[config.mk]
export PLATFORM = sky130hd
export DESIGN_NAME = software_timer_slot_table
export DESIGN_NICKNAME = d
export VERILOG_FILES = /design/src/rtl/core/sst_pkg.sv /design/src/rtl/core/sst_slot_mem.sv /design/src/rtl/core/sst_day_clock.sv /design/src/rtl/core/software_timer_slot_table.sv
export SDC_FILE = /design/constraint.sdc
export NUM_CORES = 1
export LEC_CHECK = 0
export ABC_CLOCK_PERIOD_IN_PS = 14900
export BUFFER_PORTS_ARGS = -buffer_cell sky130_fd_sc_hd__buf_2
export CORE_MARGIN = 2
export CORE_UTILIZATION = 30
export DETAILED_ROUTE_END_ITERATION = 12
export GPL_TIMING_DRIVEN = 0
export SETUP_SLACK_MARGIN = 0.4
export SYNTH_ARGS = -nofsm -noshare
export SYNTH_HDL_FRONTEND = slang
export SYNTH_SLANG_ARGS = --single-unit
export TNS_END_PERCENT = 100
[constraint.sdc]
create_clock -name clock -period 14.9 [get_ports clock]
set_clock_uncertainty 0.1 [all_clocks]
set_input_delay 2.98 -clock clock [delete_from_list [all_inputs] [get_ports clock]]
set_output_delay 2.98 -clock clock [all_outputs]
set_load 0.01 [all_outputs]
[src/rtl/core/sst_pkg.sv]
// Shared types and constants for the software timer slot table.
// Holds the function and status codes, register indexes and the control structs.
// No dependencies.
package sst_pkg;

   localparam int ADDR_MAX_W   = 6;
   localparam int HANDLE_MAX_W = 16;

   localparam logic signed [32:0] DAY_MS = 33'sd86400000;

   localparam logic [1:0] FN_TICK   = 2'd0;
   localparam logic [1:0] FN_ADD    = 2'd1;
   localparam logic [1:0] FN_REMOVE = 2'd2;
   localparam logic [1:0] FN_READ   = 2'd3;

   localparam logic [2:0] ST_OK        = 3'd0;
   localparam logic [2:0] ST_FIRED     = 3'd1;
   localparam logic [2:0] ST_NONE      = 3'd2;
   localparam logic [2:0] ST_FULL      = 3'd3;
   localparam logic [2:0] ST_NOT_FOUND = 3'd4;

   localparam logic [1:0] CSR_MS_PER_TICK = 2'd0;
   localparam logic [1:0] CSR_CORR_ENABLE = 2'd1;
   localparam logic [1:0] CSR_CORR_INTVL  = 2'd2;
   localparam logic [1:0] CSR_CORR_AMOUNT = 2'd3;

   localparam logic [9:0]        RST_MS_PER_TICK = 10'd1;
   localparam logic [7:0]        RST_CORR_INTVL  = 8'd43;
   localparam logic signed [4:0] RST_CORR_AMOUNT = -5'sd1;

   typedef struct packed {
      logic                     rd_en;
      logic [ADDR_MAX_W-1:0]    rd_addr;
      logic                     wr_handle;
      logic                     wr_deadline;
      logic [ADDR_MAX_W-1:0]    wr_addr;
      logic [HANDLE_MAX_W-1:0]  wr_handle_data;
      logic signed [31:0]       wr_deadline_data;
   } mem_ctl_type;

   typedef struct packed {
      logic advance;
      logic correct;
   } clk_ctl_type;

endpackage

[src/rtl/core/sst_slot_mem.sv]
// Slot storage: handle and deadline memories, one read port with registered data.
// Depends on sst_pkg for the memory control struct.
module sst_slot_mem #(
   parameter int SLOTS       = 16,
   parameter int HANDLE_BITS = 8
) (
   input  logic                    clock,
   input  sst_pkg::mem_ctl_type    ctl,
   output logic [HANDLE_BITS-1:0]  rd_handle,
   output logic signed [31:0]      rd_deadline
);
   import sst_pkg::*;

   localparam int IDX_W = (SLOTS > 1) ? $clog2(SLOTS) : 1;

   logic [HANDLE_BITS-1:0] handle_mem [SLOTS];
   logic signed [31:0]     deadline_mem [SLOTS];
   logic [HANDLE_BITS-1:0] rd_handle_ff;
   logic signed [31:0]     rd_deadline_ff;

   always_ff @(posedge clock) begin
      if (ctl.wr_handle) begin
         handle_mem[ctl.wr_addr[IDX_W-1:0]] <= ctl.wr_handle_data[HANDLE_BITS-1:0];
      end
      if (ctl.wr_deadline) begin
         deadline_mem[ctl.wr_addr[IDX_W-1:0]] <= ctl.wr_deadline_data;
      end
      if (ctl.rd_en) begin
         rd_handle_ff   <= handle_mem[ctl.rd_addr[IDX_W-1:0]];
         rd_deadline_ff <= deadline_mem[ctl.rd_addr[IDX_W-1:0]];
      end
   end

   assign rd_handle   = rd_handle_ff;
   assign rd_deadline = rd_deadline_ff;

endmodule

[src/rtl/core/sst_day_clock.sv]
// Day clock, drift correction counter and configuration registers.
// Depends on sst_pkg for register indexes, reset values and the step struct.
module sst_day_clock (
   input  logic                 clock,
   input  logic                 reset,
   input  logic                 csr_write,
   input  logic [1:0]           csr_index,
   input  logic [9:0]           csr_data,
   input  sst_pkg::clk_ctl_type ctl,
   output logic signed [27:0]   day_clock,
   output logic                 day_wrap
);
   import sst_pkg::*;

   localparam logic signed [28:0] CLK_MAX = 29'sd134217727;
   localparam logic signed [28:0] CLK_MIN = -29'sd134217728;

   logic [9:0]         ms_per_tick_ff;
   logic               corr_enable_ff;
   logic [7:0]         corr_intvl_ff;
   logic signed [4:0]  corr_amount_ff;
   logic signed [27:0] clock_ff, clock_in;
   logic [7:0]         count_ff, count_in;
   logic               wrap_ff, wrap_in;
   logic signed [28:0] tick_sum;
   logic signed [28:0] corr_sum;
   logic [7:0]         count_next;

   function automatic logic signed [27:0] sat_clock(input logic signed [28:0] v);
      if (v > CLK_MAX) begin
         return CLK_MAX[27:0];
      end else if (v < CLK_MIN) begin
         return CLK_MIN[27:0];
      end
      return v[27:0];
   endfunction

   always_ff @(posedge clock) begin
      if (reset) begin
         ms_per_tick_ff <= RST_MS_PER_TICK;
         corr_enable_ff <= 1'b0;
         corr_intvl_ff  <= RST_CORR_INTVL;
         corr_amount_ff <= RST_CORR_AMOUNT;
      end else if (csr_write) begin
         unique case (csr_index)
            CSR_MS_PER_TICK: ms_per_tick_ff <= csr_data;
            CSR_CORR_ENABLE: corr_enable_ff <= csr_data[0];
            CSR_CORR_INTVL:  corr_intvl_ff  <= csr_data[7:0];
            CSR_CORR_AMOUNT: corr_amount_ff <= $signed(csr_data[4:0]);
            default: ;
         endcase
      end
   end

   always_comb begin
      tick_sum   = $signed({clock_ff[27], clock_ff}) + $signed({19'd0, ms_per_tick_ff});
      corr_sum   = $signed({clock_ff[27], clock_ff})
                 + $signed({{24{corr_amount_ff[4]}}, corr_amount_ff});
      count_next = count_ff + 8'd1;
      clock_in   = clock_ff;
      count_in   = count_ff;
      wrap_in    = wrap_ff;
      if (ctl.advance) begin
         wrap_in  = (tick_sum >= $signed(DAY_MS[28:0]));
         clock_in = wrap_in ? 28'sd0 : sat_clock(tick_sum);
      end else if (ctl.correct && corr_enable_ff) begin
         if (count_next >= corr_intvl_ff) begin
            count_in = 8'd0;
            clock_in = sat_clock(corr_sum);
         end else begin
            count_in = count_next;
         end
      end
   end

   always_ff @(posedge clock) begin
      if (reset) begin
         clock_ff <= 28'sd0;
         count_ff <= 8'd0;
         wrap_ff  <= 1'b0;
      end else begin
         clock_ff <= clock_in;
         count_ff <= count_in;
         wrap_ff  <= wrap_in;
      end
   end

   assign day_clock = clock_ff;
   assign day_wrap  = wrap_ff;

endmodule

[src/rtl/core/software_timer_slot_table.sv]
// Software timer slot table: sequencer that scans slot memory one slot per cycle
// when no output stall holds a tick scan. A tick's word waits in a
// one-entry hold register until the next fire or the end of the scan
// marks it last. One item at a time.
// Reset (synchronous) empties all slots through occupancy flags, zeroes the clock
// and counter and loads register defaults; no memory sweep is needed.
module software_timer_slot_table #(
   parameter int SLOTS       = 16,
   parameter int HANDLE_BITS = 8
) (
   input  logic               clock,
   input  logic               reset,
   input  logic               req_valid,
   output logic               req_stall,
   input  logic [1:0]         req_func,
   input  logic [7:0]         req_handle,
   input  logic [26:0]        req_timeout_ms,
   output logic               rsp_valid,
   input  logic               rsp_stall,
   output logic [2:0]         rsp_status,
   output logic [7:0]         rsp_fired_handle,
   output logic [5:0]         rsp_slot_index,
   output logic signed [27:0] rsp_clock_ms,
   output logic               rsp_last,
   input  logic               csr_write,
   input  logic [1:0]         csr_index,
   input  logic [9:0]         csr_data
);
   import sst_pkg::*;

   localparam int IDX_W = (SLOTS > 1) ? $clog2(SLOTS) : 1;
   localparam int HW    = (HANDLE_BITS < 8) ? HANDLE_BITS : 8;
   localparam logic [IDX_W-1:0] LAST_IDX = IDX_W'(SLOTS - 1);
   localparam logic signed [32:0] DL_MIN = -33'sd2147483648;
   localparam logic signed [32:0] DL_MAX = 33'sd2147483647;

   localparam logic [2:0] S_IDLE = 3'd0;
   localparam logic [2:0] S_CLK  = 3'd1;
   localparam logic [2:0] S_CORR = 3'd2;
   localparam logic [2:0] S_SCAN = 3'd3;
   localparam logic [2:0] S_DONE = 3'd4;

   logic [2:0]             state_ff, state_in;
   logic [1:0]             func_ff;
   logic [HANDLE_BITS-1:0] handle_ff;
   logic [26:0]            timeout_ff;
   logic [IDX_W-1:0]       idx_ff, idx_in;
   logic [SLOTS-1:0]       occ_ff, occ_in;
   logic                   pend_vld_ff, pend_vld_in;
   logic [2:0]             pend_status_ff, pend_status_in;
   logic [HANDLE_BITS-1:0] pend_handle_ff, pend_handle_in;
   logic [IDX_W-1:0]       pend_idx_ff, pend_idx_in;
   logic                   rsp_valid_ff, rsp_valid_in;
   logic [2:0]             rsp_status_ff;
   logic [7:0]             rsp_handle_ff;
   logic [5:0]             rsp_index_ff;
   logic signed [27:0]     rsp_clock_ff;
   logic                   rsp_last_ff;

   logic                   accept;
   logic                   out_free;
   logic [HANDLE_BITS-1:0] req_h;
   logic [HANDLE_BITS-1:0] rd_handle;
   logic signed [31:0]     rd_deadline;
   logic signed [27:0]     day_clock;
   logic                   day_wrap;
   logic                   occupied;
   logic [HANDLE_BITS-1:0] slot_h;
   logic signed [32:0]     dl_sub;
   logic signed [31:0]     dl_adj;
   logic signed [32:0]     add_sum;
   logic signed [31:0]     add_dl;
   logic                   fire;
   logic                   emit;
   logic [2:0]             emit_status;
   logic [HANDLE_BITS-1:0] emit_handle;
   logic [IDX_W-1:0]       emit_idx;
   logic                   emit_last;
   logic [7:0]             emit_handle8;
   logic [5:0]             emit_idx6;
   mem_ctl_type            mem_ctl;
   clk_ctl_type            clk_ctl;

   function automatic logic signed [31:0] sat_deadline(input logic signed [32:0] v);
      if (v > DL_MAX) begin
         return DL_MAX[31:0];
      end else if (v < DL_MIN) begin
         return DL_MIN[31:0];
      end
      return v[31:0];
   endfunction

   sst_slot_mem #(
      .SLOTS       (SLOTS),
      .HANDLE_BITS (HANDLE_BITS)
   ) u_mem (
      .clock       (clock),
      .ctl         (mem_ctl),
      .rd_handle   (rd_handle),
      .rd_deadline (rd_deadline)
   );

   sst_day_clock u_clock (
      .clock     (clock),
      .reset     (reset),
      .csr_write (csr_write),
      .csr_index (csr_index),
      .csr_data  (csr_data),
      .ctl       (clk_ctl),
      .day_clock (day_clock),
      .day_wrap  (day_wrap)
   );

   assign req_stall = (state_ff != S_IDLE);
   assign accept    = req_valid && (state_ff == S_IDLE);
   assign out_free  = !rsp_valid_ff || !rsp_stall;

   always_comb begin
      req_h         = '0;
      req_h[HW-1:0] = req_handle[HW-1:0];
   end

   always_comb begin
      occupied = occ_ff[idx_ff];
      slot_h   = occupied ? rd_handle : '0;
      dl_sub   = $signed({rd_deadline[31], rd_deadline}) - DAY_MS;
      dl_adj   = day_wrap ? sat_deadline(dl_sub) : rd_deadline;
      fire     = occupied && (dl_adj <= $signed({{4{day_clock[27]}}, day_clock}));
      add_sum  = $signed({{5{day_clock[27]}}, day_clock}) + $signed({6'd0, timeout_ff});
      add_dl   = sat_deadline(add_sum);
   end

   always_comb begin
      state_in       = state_ff;
      idx_in         = idx_ff;
      occ_in         = occ_ff;
      pend_vld_in    = pend_vld_ff;
      pend_status_in = pend_status_ff;
      pend_handle_in = pend_handle_ff;
      pend_idx_in    = pend_idx_ff;
      emit           = 1'b0;
      emit_status    = ST_OK;
      emit_handle    = '0;
      emit_idx       = '0;
      emit_last      = 1'b0;
      mem_ctl        = '0;
      clk_ctl        = '0;

      mem_ctl.wr_addr[IDX_W-1:0]               = idx_ff;
      mem_ctl.wr_handle_data[HANDLE_BITS-1:0]  = handle_ff;
      mem_ctl.wr_deadline_data                 = add_dl;

      unique case (state_ff)
         S_IDLE: begin
            if (accept) begin
               mem_ctl.rd_en = 1'b1;
               idx_in        = '0;
               unique case (req_func)
                  FN_TICK:   state_in = S_CLK;
                  FN_ADD:    state_in = S_SCAN;
                  FN_REMOVE: state_in = S_SCAN;
                  default:   state_in = S_DONE;
               endcase
            end
         end
         S_CLK: begin
            clk_ctl.advance = 1'b1;
            state_in        = S_CORR;
         end
         S_CORR: begin
            clk_ctl.correct = 1'b1;
            state_in        = S_SCAN;
         end
         S_SCAN: begin
            if (func_ff == FN_TICK) begin
               if (!(fire && pend_vld_ff && !out_free)) begin
                  if (occupied && day_wrap) begin
                     mem_ctl.wr_deadline      = 1'b1;
                     mem_ctl.wr_deadline_data = dl_adj;
                  end
                  if (fire) begin
                     occ_in[idx_ff] = 1'b0;
                     if (pend_vld_ff) begin
                        emit        = 1'b1;
                        emit_status = pend_status_ff;
                        emit_handle = pend_handle_ff;
                        emit_idx    = pend_idx_ff;
                     end
                     pend_vld_in    = 1'b1;
                     pend_status_in = ST_FIRED;
                     pend_handle_in = slot_h;
                     pend_idx_in    = idx_ff;
                  end
                  if (idx_ff == LAST_IDX) begin
                     state_in = S_DONE;
                  end else begin
                     mem_ctl.rd_en                 = 1'b1;
                     mem_ctl.rd_addr[IDX_W-1:0]    = idx_ff + 1'b1;
                     idx_in                        = idx_ff + 1'b1;
                  end
               end
            end else if ((func_ff == FN_ADD && !occupied) ||
                         (func_ff == FN_REMOVE && slot_h == handle_ff)) begin
               if (func_ff == FN_ADD) begin
                  mem_ctl.wr_handle   = 1'b1;
                  mem_ctl.wr_deadline = 1'b1;
                  occ_in[idx_ff]      = (handle_ff != '0);
               end else begin
                  occ_in[idx_ff] = 1'b0;
               end
               pend_vld_in    = 1'b1;
               pend_status_in = ST_OK;
               pend_handle_in = '0;
               pend_idx_in    = idx_ff;
               state_in       = S_DONE;
            end else if (idx_ff == LAST_IDX) begin
               state_in = S_DONE;
            end else begin
               mem_ctl.rd_en              = 1'b1;
               mem_ctl.rd_addr[IDX_W-1:0] = idx_ff + 1'b1;
               idx_in                     = idx_ff + 1'b1;
            end
         end
         S_DONE: begin
            if (out_free) begin
               emit        = 1'b1;
               emit_last   = 1'b1;
               pend_vld_in = 1'b0;
               state_in    = S_IDLE;
               if (pend_vld_ff) begin
                  emit_status = pend_status_ff;
                  emit_handle = pend_handle_ff;
                  emit_idx    = pend_idx_ff;
               end else begin
                  unique case (func_ff)
                     FN_TICK:   emit_status = ST_NONE;
                     FN_ADD:    emit_status = ST_FULL;
                     FN_REMOVE: emit_status = ST_NOT_FOUND;
                     default:   emit_status = ST_OK;
                  endcase
               end
            end
         end
         default: state_in = S_IDLE;
      endcase
   end

   always_comb begin
      emit_handle8                 = '0;
      emit_handle8[HW-1:0]         = emit_handle[HW-1:0];
      emit_idx6                    = '0;
      emit_idx6[IDX_W-1:0]         = emit_idx;
      rsp_valid_in                 = emit || (rsp_valid_ff && rsp_stall);
   end

   always_ff @(posedge clock) begin
      if (reset) begin
         state_ff     <= S_IDLE;
         occ_ff       <= '0;
         pend_vld_ff  <= 1'b0;
         rsp_valid_ff <= 1'b0;
      end else begin
         state_ff     <= state_in;
         occ_ff       <= occ_in;
         pend_vld_ff  <= pend_vld_in;
         rsp_valid_ff <= rsp_valid_in;
      end
   end

   always_ff @(posedge clock) begin
      idx_ff         <= idx_in;
      pend_status_ff <= pend_status_in;
      pend_handle_ff <= pend_handle_in;
      pend_idx_ff    <= pend_idx_in;
      if (accept) begin
         func_ff    <= req_func;
         handle_ff  <= req_h;
         timeout_ff <= req_timeout_ms;
      end
      if (emit) begin
         rsp_status_ff <= emit_status;
         rsp_handle_ff <= emit_handle8;
         rsp_index_ff  <= emit_idx6;
         rsp_clock_ff  <= day_clock;
         rsp_last_ff   <= emit_last;
      end
   end

   assign rsp_valid        = rsp_valid_ff;
   assign rsp_status       = rsp_status_ff;
   assign rsp_fired_handle = rsp_handle_ff;
   assign rsp_slot_index   = rsp_index_ff;
   assign rsp_clock_ms     = rsp_clock_ff;
   assign rsp_last         = rsp_last_ff;

endmodule

==> flow_summary.json <==
{
  "first_pass_iters": 5,
  "grt_setup_unrepaired": "false",
  "holdPathStages": 0,
  "drv_cap": 0,
  "nets": 3693,
  "grt_overflow": 0,
  "cts.sinks": 860,
  "start_util_pct": 30.1,
  "dp_hpwl_um": 84800,
  "critPathKind": "reg2reg",
  "wirelength_um": 119000,
  "post_dp_cell_area_um2": 44100,
  "ctsResizeCount": 0,
  "numCtsBuffers": 92,
  "hp-start": "idx_ff[2]",
  "diodes": 0,
  "ios": 102,
  "grt.total_usage_pct": 16.7,
  "clkTransAtPathRegs_ns": 0.06,
  "dieArea_um2": 138000,
  "drc_errors": 0,
  "yosysTopAreaCell": "edfxtp_1",
  "period_minus_slack_ns": 8.15,
  "crit_start": "u_mem.rd_deadline[11]",
  "clk_latency_ns": 0.67,
  "r2r_slack_ns": 6.75,
  "p_leak_uw": 0.0163,
  "fin_area_um2": 47000,
  "slowest_stage": "a31o_2",
  "power.density_nw_per_um2": 136,
  "ctsHtreeMaxLevel": 3,
  "cts_setup_buffers": 0,
  "cp-end-kind": "flop",
  "r2r_cells": 19,
  "via_count": 28510,
  "cts_tree": "built",
  "cp.buffers_inverters": 3,
  "seq_area_um2": 25000,
  "ys_seq_area_share_pct": 61.6,
  "crit_chain": "a31o_1 > a211o_1 > a211o_1 > a211o_1 > a2111oi_2 > nand3_1 > and3_1 > nor3_1 > ha_1 > nand4_1 > nor4_1 > a21boi_0 > nor3b_1 > o32a_1 > nand3_2 > buf_2 > buf_2 > clkbuf_1 > a31o_2",
  "synth_area_um2": 40600,
  "ctsRootBufferMaster": "clkbuf_16",
  "antenna_found_initial": 10,
  "tightestPinTransition_ns": 1.29,
  "ys_async_sr_fraction_pct": 0,
  "multiInputGateArea_um2": 14300,
  "r2r_start": "u_mem.rd_deadline[11]",
  "synth_warnings": 0,
  "post_drt_wl_per_cell_um": 22.2,
  "peakVddDrop_v": 0.0000957,
  "io_buffers": 98,
  "ant_nets": 0,
  "grt_start_max_net_pins": 41,
  "min_to": "pend_idx_ff[2]",
  "crit_family": "compound AO/OA/AOI/OAI gates",
  "max_freq_mhz": 123,
  "max_stage_delay_ns": 1.11,
  "cts_buffer_depth": 3,
  "coreArea_um2": 135000,
  "grt_pass1_vias": 27194,
  "setup_tns_ns": 0,
  "path_common_cell": "a211o_1",
  "grt_pass1_wl_um": 174000,
  "gp_congestion": 0.903,
  "yosys-top-cells-area": "edfxtp_1 (58%), dfxtp_1 (4.0%), ha_1 (3.5%)",
  "hp-class": "reg2reg",
  "fillerInstances": 13098,
  "viasPerCell": 5.30,
  "drive_gt1_share_pct": 12.7,
  "arrival_ns": 8.30,
  "syn2layout_area_growth_pct": 15.7,
  "synthFlopType": "edfxtp_1",
  "yosysTopAreaCellShare_pct": 57.5,
  "postCtsHoldBufs": 0,
  "dieHeight_um": 372,
  "synth.distinct_cells": 89,
  "drt_iter0_markers": 2726,
  "start_kind": "flop",
  "relSlewSlack_pct": 13.8,
  "required_ns": 15.06,
  "final_max_slew_viol_count": 0,
  "synth-seq-cells": 860,
  "post-route-period-util_pct": 54.7,
  "status": "finished, final reports clean",
  "synthCells": 3302,
  "worstReg2RegEnd": "u_mem.rd_deadline[11]",
  "synth_edf_count": 778,
  "setup_viol": 0,
  "die_w_um": 372,
  "syn_area_per_cell_um2": 12.3,
  "worst-path-max-fanout": 40,
  "hold_violations": 0,
  "num_rows": 135
}
## flip-flops by register name, summed over array words and instances (netlist names), 5 cells and up
register and cells:
u_clock.day_clock 28, u_mem.rd_deadline 32, rsp_fired_handle 8, u_mem.rd_handle 8, u_clock.count_ff 8, u_clock.corr_amount_ff 5
handle_ff 8, u_clock.ms_per_tick_ff 10, pend_handle_ff 8, u_mem.handle_mem 128, rsp_clock_ms 28, u_mem.deadline_mem 512
u_clock.corr_intvl_ff 8, occ_ff 16, timeout_ff 27
## where the power goes
group	internal (uW)	leakage, uW	switching (uW)	total [uW]
Combinational	402	0.00714	826	1230
Clock	1270	0.00141	954	2220
Sequential	2850	0.00772	88.9	2940
Total	4520	0.0163	1870	6390
## worst max-delay path by stage
| stage | slack [ns] | end | depth (start not counted) |
|---|---|---|---|
| final | 6.75 | u_mem.rd_deadline[11] | 19 |
| after global routing | 6.37 | u_mem.rd_deadline[14] | 19 |
| after CTS | 6.37 | u_mem.deadline_mem[6][15] | 21 |
| after detailed placement | 6.43 | u_mem.deadline_mem[6][17] | 21 |
| after global placement | 3.05 | u_mem.deadline_mem[3][18] | 18 |
| after floorplan | 7.63 | u_mem.deadline_mem[12][0] | 21 |
## cells in the final DEF (no fill, tap or decap), drive strengths merged, types with 16 or more instances in the layout
master	synthesis	final
buf	57	182
dfxtp	82	82
o31a	42	42
and4	42	42
nand2	234	234
clkbuf	160	281
a211oi	157	157
a21oi	233	233
a32oi	25	25
o21ai	160	160
xor2	25	25
clkinv	1	33
edfxtp	778	778
and2	25	25
o221ai	42	42
mux2	88	88
a31oi	89	89
nor3	24	24
nand3	88	88
nor2b	54	54
nand4	22	22
a21o	50	50
o21a	16	16
o31ai	48	48
inv	160	166
ha	114	114
and3	25	25
xnor2	61	61
nor2	175	175
mux2i	71	71
## final cells by class
class | instances | share of cell area, %
Tap cell | 1781 | 4.74
Clock inverter | 47 | 1.03
Multi-Input combinational cell | 2065 | 30.4
Timing Repair Buffer | 125 | 2.17
Inverter | 161 | 1.29
Clock buffer | 121 | 5.13
Buffer | 217 | 2.01
Sequential cell | 860 | 53.2
## cells in the mapped netlist (7+ instances only)
cell / instances
inv_1: 158
nand2b_1: 13
nor2_1: 173
a211oi_1: 157
o221ai_1: 42
a211o_1: 9
mux2_2: 85
nand4_1: 22
nor3_1: 23
nand3b_1: 14
o211ai_1: 7
a21oi_1: 231
a32oi_1: 25
and4_1: 42
edfxtp_1: 778
buf_4: 9
a311oi_1: 10
o31a_1: 42
nand3_1: 86
a21o_1: 50
xnor2_1: 61
o21bai_1: 10
and2_1: 24
o21ai_1: 13
or3_1: 7
xor2_1: 25
o31ai_1: 47
nand2_1: 233
nor2b_1: 54
buf_2: 40
clkbuf_1: 160
a31oi_1: 89
ha_1: 114
o21a_1: 16
and3_1: 25
o21ai_0: 146
dfxtp_1: 82
mux2i_1: 71
## stage by stage
stage                     cells  util, %  hold slack [ns]  setup slack [ns]  total power, uW
after floorplan            3303        -            0.324              7.63             3710
after global placement     5182     32.1            0.339              3.05             4140
after detailed placement   5208     32.7            0.338              6.43             4190
after CTS                  5376     34.8            0.352              6.37             6410
after global routing       5377     34.8            0.368              6.37             6620
final                      5377     34.8            0.348              6.75             6390
## cell families (layout without fill, tap and decap cells)
family	after synthesis	count (layout)	synth area share [%]
AOI/OAI and AO/OA	952	952	15.5
DFF	860	860	61.6
and+or+nand+nor	744	744	9.10
buffers and inverters	378	671	3.81
muxes	164	164	4.47
adders and majority gates	117	117	3.66
xor gates and xnor gates	86	86	1.85
other	1	2	0.00923
## metal layers
layer	vias up	GRT usage, %	share of wire (%)
met3	206	2.35	7.0
met5	-	0	0
li1	13085	-	-
met2	1132	28.0	48
met4	0	5.27	3.1
met1	14087	22.3	42
## worst register-to-register path: cells and delay by family, from the launching register on
kind / cells / cell delay [ns]
and+or+nand+nor: 7 / 2.12
buffers and inverters: 3 / 1.13
adders and majority gates: 1 / 0.25
DFF: 1 / 0.47
AOI/OAI and AO/OA: 8 / 3.65
Power figures use the tool's default switching activity.
